===== config.mk =====
export PLATFORM = sky130hd
export DESIGN_NAME = resident_table_largest_evict_core
export DESIGN_NICKNAME = d
export VERILOG_FILES = /design/src/sv/rtle_pkg.sv /design/src/sv/resident_table_largest_evict_core.sv /design/src/sv/rtle_ram.sv /design/src/sv/rtle_dp.sv /design/src/sv/rtle_ctrl.sv
export SDC_FILE = /design/constraint.sdc
export NUM_CORES = 2
export LEC_CHECK = 0
export BUFFER_PORTS_ARGS = -buffer_cell sky130_fd_sc_hd__buf_2
export CAP_MARGIN = 20
export CORE_ASPECT_RATIO = 0.6
export CORE_MARGIN = 2
export CORE_UTILIZATION = 30
export CTS_CLUSTER_SIZE = 8
export DETAILED_ROUTE_END_ITERATION = 6
export MAX_ROUTING_LAYER = met4
export PLACE_DENSITY = 0.41
export SYNTH_ARGS = -nofsm -noshare
export SYNTH_HDL_FRONTEND = slang
export SYNTH_SLANG_ARGS = --single-unit

===== constraint.sdc =====
create_clock -name clk -period 21.8 [get_ports clk]
set_input_delay 4.36 -clock clk [delete_from_list [all_inputs] [get_ports clk]]
set_output_delay 4.36 -clock clk [all_outputs]
set_load 0.01 [all_outputs]

===== src/sv/rtle_pkg.sv =====
// Package for the resident table with largest-first eviction.
// Holds field widths, operation and status codes, the slot record layout,
// the controller state type and the command/status structs. No dependencies.
package rtle_pkg;

  // Default table depth
  localparam int SLOTS_DEF = 16;

  // Field widths
  localparam int ID_W    = 16;
  localparam int SIZE_W  = 16;
  localparam int START_W = 16;
  localparam int SWAP_W  = 4;
  localparam int STAMP_W = 32;
  localparam int MEM_W   = 16;
  localparam int CNT_OUT_W = 5;
  localparam int PCT_W   = 16;
  localparam int STAT_W  = 2;

  // Stream payload widths (packed fields padded to whole bytes)
  localparam int IN_DATA_W  = 56;
  localparam int OUT_DATA_W = 80;

  // Scale of the usage share
  localparam int PCT_SCALE = 100;

  // Maximum swap count
  localparam logic [SWAP_W-1:0] SWAP_MAX = '1;

  // Operation codes
  localparam logic OP_INSERT = 1'b0;
  localparam logic OP_EVICT  = 1'b1;

  // Result status codes
  typedef enum logic [STAT_W-1:0] {
    STAT_OK    = 2'd0,
    STAT_EMPTY = 2'd1,
    STAT_FULL  = 2'd2
  } status_t;

  // One stored table entry
  typedef struct packed {
    logic [STAMP_W-1:0] stamp;
    logic [SWAP_W-1:0]  swaps;
    logic [START_W-1:0] start;
    logic [SIZE_W-1:0]  size;
    logic [ID_W-1:0]    id;
  } slot_t;

  // Controller states
  typedef enum logic [6:0] {
    ST_IDLE  = 7'b0000001,
    ST_SCAN  = 7'b0000010,
    ST_DRAIN = 7'b0000100,
    ST_APPLY = 7'b0001000,
    ST_MUL   = 7'b0010000,
    ST_DIV   = 7'b0100000,
    ST_DONE  = 7'b1000000
  } state_t;

  // Controller to datapath commands
  typedef struct packed {
    logic start;
    logic scan;
    logic apply;
    logic mul;
    logic div;
    logic load_out;
  } cmd_t;

  // Datapath to controller status
  typedef struct packed {
    logic scan_last;
    logic div_last;
    logic out_free;
  } sts_t;

endpackage


===== src/sv/resident_table_largest_evict_core.sv =====
// Resident process table with largest-first eviction, oldest entry on ties.
//
// The in_ channel carries one request per beat: insert (tuser 0) stores the
// entry in the lowest free slot, evict (tuser 1) removes the largest entry.
// The out_ channel returns one result beat per request: status in tuser,
// the evicted entry, the resident count and the used share of memory.
// cfg_wr_en/cfg_wr_data set the memory size used as the share divisor.
//
// A request runs a scan of every slot through the slot RAM's single read
// port, then compare drain, commit and scaling, then the one-bit-per-cycle
// usage divider; no new request is accepted until its result is loaded.
// A held result sits in the output register while the next request is
// accepted and processed; a stalled receiver only holds the block once the
// next result is ready to load.
// Reset empties the table, zeroes the entry stamp and sets the memory size
// to 1; the slot RAM needs no clearing.
// Depends on rtle_pkg, rtle_ctrl, rtle_dp and rtle_ram.
module resident_table_largest_evict_core
  import rtle_pkg::*;
#(
  parameter int SLOTS = SLOTS_DEF
) (
  input  logic                  clk,
  input  logic                  rst_n,
  input  logic                  in_tvalid,
  output logic                  in_tready,
  // proc_id[15:0], proc_size[31:16], place_start[47:32], swap_count_in[51:48]
  input  logic [IN_DATA_W-1:0]  in_tdata,
  // operation[0]
  input  logic                  in_tuser,
  output logic                  out_tvalid,
  input  logic                  out_tready,
  // out_id[15:0], out_size[31:16], out_start[47:32], out_swaps[51:48],
  // resident_count[56:52], usage_percent[72:57]
  output logic [OUT_DATA_W-1:0] out_tdata,
  // status[1:0]
  output logic [STAT_W-1:0]     out_tuser,
  input  logic                  cfg_wr_en,
  input  logic [MEM_W-1:0]      cfg_wr_data
);

  cmd_t cmd;
  sts_t sts;

  rtle_ctrl u_ctrl (
    .clk       (clk),
    .rst_n     (rst_n),
    .in_tvalid (in_tvalid),
    .in_tready (in_tready),
    .sts       (sts),
    .cmd       (cmd)
  );

  rtle_dp #(
    .SLOTS (SLOTS)
  ) u_dp (
    .clk         (clk),
    .rst_n       (rst_n),
    .cmd         (cmd),
    .sts         (sts),
    .in_tdata    (in_tdata),
    .in_tuser    (in_tuser),
    .cfg_wr_en   (cfg_wr_en),
    .cfg_wr_data (cfg_wr_data),
    .out_tvalid  (out_tvalid),
    .out_tready  (out_tready),
    .out_tdata   (out_tdata),
    .out_tuser   (out_tuser)
  );

  // Load a result only into a free output register
  a_load_free: assert property (@(posedge clk) disable iff (!rst_n)
    cmd.load_out |-> (!out_tvalid || out_tready))
    else $error("result loaded over an unread beat");

  // A loaded result shows up on the port
  a_load_shows: assert property (@(posedge clk) disable iff (!rst_n)
    cmd.load_out |=> out_tvalid)
    else $error("loaded result not presented");

  // Commit exactly once per request
  a_apply_once: assert property (@(posedge clk) disable iff (!rst_n)
    cmd.apply |=> !cmd.apply)
    else $error("table commit repeated");

  // Accept no beat while a request is in flight
  a_accept_idle: assert property (@(posedge clk) disable iff (!rst_n)
    (in_tvalid && in_tready) |-> (!cmd.scan && !cmd.div && !cmd.apply))
    else $error("request accepted during processing");

endmodule


===== src/sv/rtle_ram.sv =====
// Generic single-write, single-read RAM with registered read data.
// No package dependency; used for the slot record store.
module rtle_ram #(
  parameter int WIDTH = 8,
  parameter int DEPTH = 16
) (
  input  logic                     clk,
  input  logic                     wr_en,
  input  logic [$clog2(DEPTH)-1:0] wr_addr,
  input  logic [WIDTH-1:0]         wr_data,
  input  logic [$clog2(DEPTH)-1:0] rd_addr,
  output logic [WIDTH-1:0]         rd_data
);

  logic [WIDTH-1:0] mem [DEPTH];

  // Write port
  always_ff @(posedge clk) begin
    if (wr_en) begin
      mem[wr_addr] <= wr_data;
    end
  end

  // Registered read port
  always_ff @(posedge clk) begin
    rd_data <= mem[rd_addr];
  end

endmodule


===== src/sv/rtle_dp.sv =====
// Datapath of the resident table: slot store, valid bits, scan compare,
// running totals, usage divider and the output register.
// Depends on rtle_pkg and rtle_ram.
module rtle_dp
  import rtle_pkg::*;
#(
  parameter int SLOTS = SLOTS_DEF
) (
  input  logic                  clk,
  input  logic                  rst_n,
  input  cmd_t                  cmd,
  output sts_t                  sts,
  input  logic [IN_DATA_W-1:0]  in_tdata,
  input  logic                  in_tuser,
  input  logic                  cfg_wr_en,
  input  logic [MEM_W-1:0]      cfg_wr_data,
  output logic                  out_tvalid,
  input  logic                  out_tready,
  output logic [OUT_DATA_W-1:0] out_tdata,
  output logic [STAT_W-1:0]     out_tuser
);

  localparam int IW = $clog2(SLOTS);
  localparam int SW = $clog2(SLOTS + 1);
  localparam int TW = SIZE_W + SW;
  localparam int NW = TW + 8;
  localparam int CW = (NW > 33) ? NW : 33;
  localparam int QW = PCT_W;
  localparam int KW = $clog2(QW);

  // Latched request
  logic               op_r;
  logic [ID_W-1:0]    req_id_r;
  logic [SIZE_W-1:0]  req_size_r;
  logic [START_W-1:0] req_start_r;
  logic [SWAP_W-1:0]  req_swaps_r;

  // Table state
  logic [SLOTS-1:0]   valid_r;
  logic [STAMP_W-1:0] stamp_r;
  logic [SW-1:0]      count_r;
  logic [TW-1:0]      total_r;
  logic [MEM_W-1:0]   mem_total_r;

  // Scan state
  logic [IW-1:0]      idx_r;
  logic [IW-1:0]      idx_d_r;
  logic               cmp_v_r;
  logic               best_found_r;
  logic [IW-1:0]      best_idx_r;
  slot_t              best_r;
  logic               free_found_r;
  logic [IW-1:0]      free_idx_r;

  // Result and divider state
  status_t            res_status_r;
  logic [ID_W-1:0]    res_id_r;
  logic [SIZE_W-1:0]  res_size_r;
  logic [START_W-1:0] res_start_r;
  logic [SWAP_W-1:0]  res_swaps_r;
  logic [CW-1:0]      rem_r;
  logic [CW-1:0]      dvs_r;
  logic [QW-1:0]      quo_r;
  logic [KW-1:0]      div_cnt_r;
  logic               zero_r;
  logic               sat_r;

  // Output register
  logic                  out_tvalid_r;
  logic [OUT_DATA_W-1:0] out_tdata_r;
  logic [STAT_W-1:0]     out_tuser_r;

  // RAM ports
  logic          wr_en;
  slot_t         wr_slot;
  logic [IW-1:0] wr_addr;
  logic [$bits(slot_t)-1:0] rd_data;
  slot_t         rd_slot;

  logic          slot_vld;
  logic          better;
  logic          div_ge;
  logic [CW-1:0] scaled;
  logic [CW-1:0] sat_lim;
  logic [31:0]   cnt_ext;
  logic [PCT_W-1:0] pct;

  assign rd_slot  = slot_t'(rd_data);
  assign slot_vld = valid_r[idx_d_r];
  assign better   = !best_found_r || (rd_slot.size > best_r.size) ||
                    ((rd_slot.size == best_r.size) && (rd_slot.stamp < best_r.stamp));

  // Insert writes the lowest free slot
  assign wr_en   = cmd.apply && (op_r == OP_INSERT) && free_found_r;
  assign wr_addr = free_idx_r;
  always_comb begin
    wr_slot       = '0;
    wr_slot.id    = req_id_r;
    wr_slot.size  = req_size_r;
    wr_slot.start = (count_r == '0) ? '0 : req_start_r;
    wr_slot.swaps = req_swaps_r;
    wr_slot.stamp = stamp_r;
  end

  rtle_ram #(
    .WIDTH ($bits(slot_t)),
    .DEPTH (SLOTS)
  ) u_slot_ram (
    .clk     (clk),
    .wr_en   (wr_en),
    .wr_addr (wr_addr),
    .wr_data (wr_slot),
    .rd_addr (idx_r),
    .rd_data (rd_data)
  );

  // Usage arithmetic
  assign scaled  = CW'(total_r) * CW'(PCT_SCALE) + CW'(mem_total_r) - CW'(1);
  assign sat_lim = CW'(mem_total_r) << QW;
  assign div_ge  = rem_r >= dvs_r;

  // Status to the controller
  assign sts.scan_last = (idx_r == IW'(SLOTS - 1));
  assign sts.div_last  = (div_cnt_r == '0);
  assign sts.out_free  = !out_tvalid_r || out_tready;

  // Latch the request beat
  always_ff @(posedge clk) begin
    if (cmd.start) begin
      op_r        <= in_tuser;
      req_id_r    <= in_tdata[15:0];
      req_size_r  <= in_tdata[31:16];
      req_start_r <= in_tdata[47:32];
      req_swaps_r <= in_tdata[51:48];
    end
  end

  // Configuration register
  always_ff @(posedge clk) begin
    if (!rst_n) begin
      mem_total_r <= MEM_W'(1);
    end else if (cfg_wr_en) begin
      mem_total_r <= cfg_wr_data;
    end
  end

  // Scan address, compare stage flags and table bookkeeping
  always_ff @(posedge clk) begin
    if (!rst_n) begin
      idx_r        <= '0;
      cmp_v_r      <= 1'b0;
      best_found_r <= 1'b0;
      free_found_r <= 1'b0;
      valid_r      <= '0;
      stamp_r      <= '0;
      count_r      <= '0;
      total_r      <= '0;
    end else begin
      cmp_v_r <= cmd.scan;
      if (cmd.start) begin
        idx_r        <= '0;
        best_found_r <= 1'b0;
        free_found_r <= 1'b0;
      end else if (cmd.scan) begin
        idx_r <= idx_r + IW'(1);
      end
      if (cmp_v_r) begin
        if (slot_vld && better) begin
          best_found_r <= 1'b1;
        end
        if (!slot_vld && !free_found_r) begin
          free_found_r <= 1'b1;
        end
      end
      // Commit the insert or the eviction
      if (cmd.apply) begin
        if (op_r == OP_INSERT) begin
          if (free_found_r) begin
            valid_r[free_idx_r] <= 1'b1;
            stamp_r <= stamp_r + STAMP_W'(1);
            count_r <= count_r + SW'(1);
            total_r <= total_r + TW'(req_size_r);
          end
        end else if (best_found_r) begin
          valid_r[best_idx_r] <= 1'b0;
          count_r <= count_r - SW'(1);
          total_r <= total_r - TW'(best_r.size);
        end
      end
    end
  end

  // Track the best candidate and the first free slot
  always_ff @(posedge clk) begin
    idx_d_r <= idx_r;
    if (cmp_v_r) begin
      if (slot_vld && better) begin
        best_idx_r <= idx_d_r;
        best_r     <= rd_slot;
      end
      if (!slot_vld && !free_found_r) begin
        free_idx_r <= idx_d_r;
      end
    end
  end

  // Result fields
  always_ff @(posedge clk) begin
    if (cmd.apply) begin
      res_status_r <= STAT_OK;
      res_id_r     <= '0;
      res_size_r   <= '0;
      res_start_r  <= '0;
      res_swaps_r  <= '0;
      if (op_r == OP_INSERT) begin
        if (!free_found_r) begin
          res_status_r <= STAT_FULL;
        end
      end else if (!best_found_r) begin
        res_status_r <= STAT_EMPTY;
      end else begin
        res_id_r    <= best_r.id;
        res_size_r  <= best_r.size;
        res_start_r <= best_r.start;
        res_swaps_r <= (best_r.swaps == SWAP_MAX) ? SWAP_MAX : best_r.swaps + SWAP_W'(1);
      end
    end
  end

  // Ceil division by restoring steps, one quotient bit per cycle
  always_ff @(posedge clk) begin
    if (cmd.mul) begin
      rem_r     <= scaled;
      dvs_r     <= CW'(mem_total_r) << (QW - 1);
      quo_r     <= '0;
      div_cnt_r <= KW'(QW - 1);
      zero_r    <= (total_r == '0);
    end else if (cmd.div) begin
      if (div_cnt_r == KW'(QW - 1)) begin
        sat_r <= (rem_r >= sat_lim);
      end
      if (div_ge) begin
        rem_r <= rem_r - dvs_r;
      end
      quo_r     <= {quo_r[QW-2:0], div_ge};
      dvs_r     <= dvs_r >> 1;
      div_cnt_r <= div_cnt_r - KW'(1);
    end
  end

  assign cnt_ext = 32'(count_r);
  assign pct     = zero_r ? '0 : (sat_r ? '1 : quo_r);

  // Output register: load on completion, drop when taken
  always_ff @(posedge clk) begin
    if (!rst_n) begin
      out_tvalid_r <= 1'b0;
    end else if (cmd.load_out) begin
      out_tvalid_r <= 1'b1;
    end else if (out_tready) begin
      out_tvalid_r <= 1'b0;
    end
  end

  always_ff @(posedge clk) begin
    if (cmd.load_out) begin
      out_tuser_r <= res_status_r;
      out_tdata_r <= {7'b0, pct, cnt_ext[CNT_OUT_W-1:0], res_swaps_r,
                      res_start_r, res_size_r, res_id_r};
    end
  end

  assign out_tvalid = out_tvalid_r;
  assign out_tdata  = out_tdata_r;
  assign out_tuser  = out_tuser_r;

endmodule


===== src/sv/rtle_ctrl.sv =====
// Controller of the resident table: sequences accept, slot scan, commit,
// usage division and output load. Depends on rtle_pkg.
module rtle_ctrl
  import rtle_pkg::*;
(
  input  logic clk,
  input  logic rst_n,
  input  logic in_tvalid,
  output logic in_tready,
  input  sts_t sts,
  output cmd_t cmd
);

  state_t state_r;
  state_t state_nxt;

  assign in_tready = (state_r == ST_IDLE);

  // Next state and commands
  always_comb begin
    state_nxt = state_r;
    cmd       = '0;
    case (state_r)
      ST_IDLE: begin
        if (in_tvalid) begin
          cmd.start = 1'b1;
          state_nxt = ST_SCAN;
        end
      end
      ST_SCAN: begin
        cmd.scan = 1'b1;
        if (sts.scan_last) begin
          state_nxt = ST_DRAIN;
        end
      end
      ST_DRAIN: begin
        state_nxt = ST_APPLY;
      end
      ST_APPLY: begin
        cmd.apply = 1'b1;
        state_nxt = ST_MUL;
      end
      ST_MUL: begin
        cmd.mul   = 1'b1;
        state_nxt = ST_DIV;
      end
      ST_DIV: begin
        cmd.div = 1'b1;
        if (sts.div_last) begin
          state_nxt = ST_DONE;
        end
      end
      ST_DONE: begin
        if (sts.out_free) begin
          cmd.load_out = 1'b1;
          state_nxt    = ST_IDLE;
        end
      end
      default: begin
        state_nxt = ST_IDLE;
      end
    endcase
  end

  // Hold state
  always_ff @(posedge clk) begin
    if (!rst_n) begin
      state_r <= ST_IDLE;
    end else begin
      state_r <= state_nxt;
    end
  end

endmodule

# Word level (Yosys, flattened, before mapping)
# Memories as Yosys holds them, arrays and structs flattened. A register that Yosys moved wholly into a read port is not among the register bits.
# Index checks and enable logic that the tools add are counted.
[word_totals]
regBits = 469
ram_bits = 1344
in_bits = 78
wordCells = 162
n_memories = 1
[mem_list]
columns = ["memory", "words", "width", "rd", "rd_clocked_by_memory_dff", "wr", "line", "rtl"]
rows = [
  ["u_dp.u_slot_ram.mem", 16, 84, 1, 1, 1, "rtle_ram.sv:15", "logic [WIDTH-1:0] mem [DEPTH];"],
]
[op_classes]
add_sub_neg = 11
multipliers = 1
n_lt_le_gt_ge = 9
n_eq_ne = 16
muxes = 49
n_bitwise = 6
reduce_logical = 30
[op_table]
columns = ["cell", "n"]
rows = [
  ["33-bit two-way mux", 3],
  ["16-bit two-way mux", 5],
  ["21-bit two-way mux", 3],
  ["31-bit two-way mux", 2],
  ["7-bit one-hot mux with 7 select lines", 1],
  ["33-bit by 31-bit greater-or-equal comparator with 1-bit output", 1],
  ["33-bit by 32-bit greater-or-equal comparator with 1-bit output", 1],
  ["33-bit by 1-bit subtractor with 33-bit output (second input constant)", 1],
  ["33-bit by 31-bit subtractor with 33-bit output", 1],
  ["32-bit by 1-bit adder with 32-bit output (second input constant)", 1],
  ["32-bit < comparator", 1],
  ["28-bit by 16-bit adder with 29-bit output", 1],
  ["7-bit two-way mux", 4],
  ["21-bit by 5-bit multiplier with 26-bit output (second input constant)", 1],
  ["1-bit two-way mux", 22],
  ["21-bit by 16-bit adder with 21-bit output", 1],
  ["21-bit logical NOT", 1],
  ["21-bit by 16-bit subtractor with 21-bit output", 1],
  ["16-bit AND", 1],
  ["16-bit == test", 1],
  ["16-bit > comparator", 1],
  ["16-bit NOT", 1],
  ["16-bit OR", 1],
  ["4-bit by 5-bit < comparator with 1-bit output (second input constant)", 3],
  ["30 further kinds", 63],
]

# Depth between registers and ports, before layout
[logic_depth]
ltp_word = 8
ltp_mapped = 24

# Cells and area by module
# From an unflattened synthesis, not the netlist that was laid out.
[hier_totals]
hier_cells = 4542
area_unflattened_um2 = 77614.4
[by_module_without_submodules]
columns = ["module", "n_inst", "cells_per_inst", "area_per_inst_um2", "seq_area_each_um2"]
rows = [
  ["rtle_ram", 1, 2154, 52052.4, 42040.3],
  ["rtle_dp", 1, 2335, 25074.0, 12502.0],
  ["rtle_ctrl", 1, 53, 488.0, 140.1],
]

# Worst setup path before layout
# No wires, ideal clock.
[synth_path]
kind = "reg-to-reg"
start = "register u_dp.best_r[53] (netlist name)"
end = "register u_dp.best_idx_r[0] (enable)"
setup_time_ps = 666
arrival_ps = 8188
required_time_ps = 21134
slack_ps = 12946
stages_incl_launch_ff = 13
path_buffers = 0
synth_period_minus_slack_ps = 8854
cell_sequence = "edfxtp_1 > inv_1 > ha_1 > a21o_1 > a21o_1 > a21o_1 > a21oi_1 > nor2b_1 > o21ai_0 > nand2b_1 > a21oi_1 > nor4_1 > o31ai_1"
[synth_via]
elab_chain_len = 5
[synth_lines]
columns = ["element", "line", "rtl"]
rows = [
  ["start, declared", "rtle_dp.sv:51", "slot_t best_r;"],
  ["start signal, assigned", "rtle_dp.sv:199", "best_r <= rd_slot;"],
  ["32-bit < comparator", "rtle_dp.sv:91", "((rd_slot.size == best_r.size) && (rd_slot.stamp < best_r.stamp));"],
  ["1-bit logical AND", "rtle_dp.sv:91", ""],
  ["1-bit logical OR", "rtle_dp.sv:90", "assign better = !best_found_r || (rd_slot.size > best_r.size) ||"],
  ["1-bit logical AND", "rtle_dp.sv:197", "if (slot_vld && better) begin"],
  ["2-bit AND reduction (no source line)", "n/a", ""],
  ["end signal, assigned", "rtle_dp.sv:198", "best_idx_r <= idx_d_r;"],
  ["end, declared", "rtle_dp.sv:50", "logic [IW-1:0] best_idx_r;"],
]
# Every way passes these cells.
# A chain may end at the register's enable or synchronous reset.

# Worst setup path in the final report
[layout_path]
start = "register u_dp.total_r[1]"
end = "register u_dp.rem_r[25], data pin"
[layout_via]
elab_chain_len = 4
[layout_lines]
columns = ["element", "line", "rtl"]
rows = [
  ["start, declared", "rtle_dp.sv:42", "logic [TW-1:0] total_r;"],
  ["start signal, assigned", "rtle_dp.sv:182", "total_r <= total_r + TW'(req_size_r);"],
  ["start signal, assigned", "rtle_dp.sv:187", "total_r <= total_r - TW'(best_r.size);"],
  ["21-bit by 5-bit multiplier with 26-bit output", "rtle_dp.sv:118", "assign scaled = CW'(total_r) * CW'(PCT_SCALE) + CW'(mem_total_r) - CW'(1);"],
  ["28-bit by 16-bit adder with 29-bit output", "rtle_dp.sv:118", ""],
  ["33-bit by 1-bit subtractor with 33-bit output", "rtle_dp.sv:118", ""],
  ["33-bit two-way mux", "rtle_dp.sv:232", "if (cmd.mul) begin"],
  ["end signal, assigned", "rtle_dp.sv:233", "rem_r <= scaled;"],
  ["end signal, assigned", "rtle_dp.sv:243", "rem_r <= rem_r - dvs_r;"],
  ["end, declared", "rtle_dp.sv:61", "logic [CW-1:0] rem_r;"],
]
# Every way passes these cells.

==> flow_summary.yaml <==
status:
  run_status: "finished clean"
power:
  p_clk_frac: 0.462
  p_per_area_nw_per_um2: 96.0
  p_int_mw: 6.73
  pwr-share-comb: 0.058
  peakVddDrop_v: 0.0000562
  p_leak_nw: 30.5
  swShare: 0.225
  power.net_switching_mw: 1.96
  p_seq_frac: 0.480
logic_synthesis:
  synth_cell_types: 93
  synth.avg_cell_area_sq_um: 17.9
  synth_edf_count: 1669
  ys_ff_latch: 1897
  netlist_instances: 4300
  netlist_area_sq_um: 77100
  yosys_warnings: 0
  async_flop_share: 0
  seq_area_frac_synth: 0.709
  synth_top_flop_cell: "edfxtp_1"
setup_path:
  startpoint: "u_dp.total_r[1]"
  required_ns: 22.33
  reg2reg_depth: 20
  critPathKind: "reg -> reg"
  cp-start-kind: "flip-flop"
  crit_path_max_fanout: 10
  worstSetupEndpointType: "flip-flop"
  r2r-start: "u_dp.total_r[1]"
  worstPathArrival_ns: 7.07
timing:
  rsz0062_at_grt: "false"
  drv_slew: 0
  setup_viol_count_final: 0
  period_needed_ns: 6.54
  final.setup.tns_ns: 0
  max_freq_mhz: 153
  slew_headroom: 0.256
  timing_hold_violations_final: 0
  period_share: 0.300
  worst_slew_pin_slew_ns: 1.12
  skew_ns: 0.0497
global_routing:
  antenna_found_initial: 7
  grt_pass1_vias: 40700
  overflow: 0
  grt_usage: 0.166
  grt_pass1_wl_microns: 305000
  grt_max_degree: 122
clock_tree:
  ctsHoldBuffers: 0
  cts_tree: "yes"
  cts.clk_slew.worst_paths_ns: 0.05
  cts_resized: 0
  cts_max_level: 5
  clk_latency_ns: 0.82
  cts.sinks: 1897
  cts_root_buf: "clkbuf_16"
  cts_made_buffers: 280
  clk_path_buf_depth: 4
  cts_setup_buffers: 0
layout:
  final_cells: 8273
  fillers: 24100
  layout-drive-gt1-share: 0.213
  seq_area_sq_um: 54700
  multiInputGateArea_sq_um: 21100
  syn2layout_area_growth_pct: 17.3
  nNetsFinal: 4960
  final_common_cell: "edfxtp_1"
  layout_common_cells: "1669 x edfxtp_1, 425 x mux4_2, 291 x clkbuf_16"
floorplanning:
  die_height_microns: 397
  initial_utilization: 0.301
  dieWidth_microns: 659
  rows: 144
  dieArea_sq_um: 261000
  io_pins: 162
  core_region_area_sq_um: 256000
route:
  dr_total_vias: 40000
  first_pass_iters: 7
  drtAntennaViolNets: 0
  remaining_drc_errors: 0
  avgViaCountPerCell: 4.84
  wirelength_microns: 212000
  wire_per_inst_microns: 25.6
  drtIter0Drc: 3345
min_path:
  min-delay-start: "u_dp.u_slot_ram.rd_data[36]"
  holdPathStages: 0
  hold_path.class: "reg -> reg"
placement:
  place_inst: 7789
  gp_congestion: 0.794
  hpwlAfterDp_microns: 114000
  portBuffers: 150
flow_run:
  cap_violations: 0
[routing by layer]
layer,share of wire,vias up,routed length [microns],global-route usage
met5,0,-,0,-
li1,-,17800,-,-
met3,0.049,296,10300,0.0278
met1,0.50,21000,106000,0.248
met4,0.018,0,3870,0.0354
met2,0.43,911,91300,0.236
[per-stage QoR]
| step | total power [mW] | worst slack [ns] | instance area [sq um] | util | hold slack [ns] |
|---|---|---|---|---|---|
| detailed placement | 4.75 | 14.89 | 82400 | 0.322 | 0.389 |
| global placement | 4.75 | 14.92 | 82400 | 0.321 | 0.387 |
| finish | 8.69 | 15.26 | 90500 | 0.353 | 0.392 |
| floorplan | 4.54 | 12.95 | 77100 | - | 0.329 |
| CTS | 8.82 | 15.26 | 90400 | 0.353 | 0.400 |
| global route | 9.03 | 14.92 | 90500 | 0.353 | 0.406 |
[critical path, cell delays in order (launching register included)]
cell and delay [ns]:
dfxtp_1 0.60, inv_1 0.23, ha_1 0.37, ha_1 0.30, ha_1 0.24, fa_1 0.42, a211oi_1 0.42, o21ai_0 0.19
xor2_1 0.17, ha_1 0.45, nand3_1 0.16, a211oi_1 0.49, o211ai_1 0.22, nand3_1 0.12, xnor2_1 0.21, nor4_1 0.43
and3_1 0.31, nand3_1 0.13, o32ai_1 0.30, xor2_1 0.36, mux2i_1 0.14
[sequential cells by signal (all words and copies together), names as in the netlist, 21 cells and up]
signal,count
u_dp.best_r,84
u_dp.dvs_r,31
u_dp.out_tdata,73
u_dp.rem_r,33
u_dp.stamp_r,32
u_dp.total_r,21
u_dp.u_slot_ram.mem,1344
u_dp.u_slot_ram.rd_data,84
[final cells by class]
cell class / instances / area share
multi-input cells: 2023 / 0.233
clock buffers: 463 / 0.0876
well taps: 3431 / 0.0475
inverters: 220 / 0.00920
repair buffers: 223 / 0.0163
clock inverters: 12 / 0.00119
diodes: 4 / 0.000111
flip-flops and latches: 1897 / 0.605
[power by group through the flow]
stage | clock, mW | combinational [mW] | sequential (mW)
after CTS | 4.14 | 0.513 | 4.17
after floorplan | 0 | 0.344 | 4.20
after detailed placement | 0 | 0.511 | 4.24
after global placement | 0 | 0.509 | 4.24
after global routing | 4.30 | 0.556 | 4.18
final | 4.01 | 0.504 | 4.17
[kinds of logic after synthesis]
group           Yosys count  synth area share
buf+inv                 386            0.0193
flops                  1897             0.709
xor+xnor                142            0.0163
compound gates          484            0.0408
mux                     452             0.128
fa+ha+maj               237            0.0404
other cells               1         0.0000486
simple gates            701            0.0462
[worst paths after layout]
check	end	slack, ns
hold reg to reg	u_dp.best_r[36]	0.39
setup / recovery	u_dp.rem_r[25]	15.26
setup reg to reg	u_dp.rem_r[25]	15.26
hold / removal	u_dp.best_r[36]	0.39
[Yosys cell counts, types with 6 or more instances]
cell      count  area (sq um)
a211oi_1     18           135
a21boi_0      6          45.0
a21o_1       49           368
a21oi_1     145           726
a22o_1       15           131
a31oi_1      14          87.6
and2_1        7          43.8
and3_1       58           363
buf_1        32           120
buf_4         8          60.1
clkbuf_1    124           465
dfxtp_1     228          4560
edfxtp_1   1669         50100
fa_1         20           400
ha_1        217          2720
inv_1       220           826
mux2i_1      25           250
mux4_2      425          9570
nand2_1     136           510
nand2b_1     27           169
nand3_1      42           210
nand3b_1      9          67.6
nand4_1      29           181
nor2_1      220           826
nor2b_1      42           263
nor3_1       43           215
nor4_1       17           106
o211ai_1      8          60.1
o21a_1       22           165
o21ai_0      99           495
o221a_2       9           101
o22ai_1      33           206
o31ai_1       9          67.6
or2_2        10          62.6
or3_1        21           131
or4_1         6          45.0
xnor2_1      69           604
xor2_1       71           622
Power figures use the tool's default switching activity.
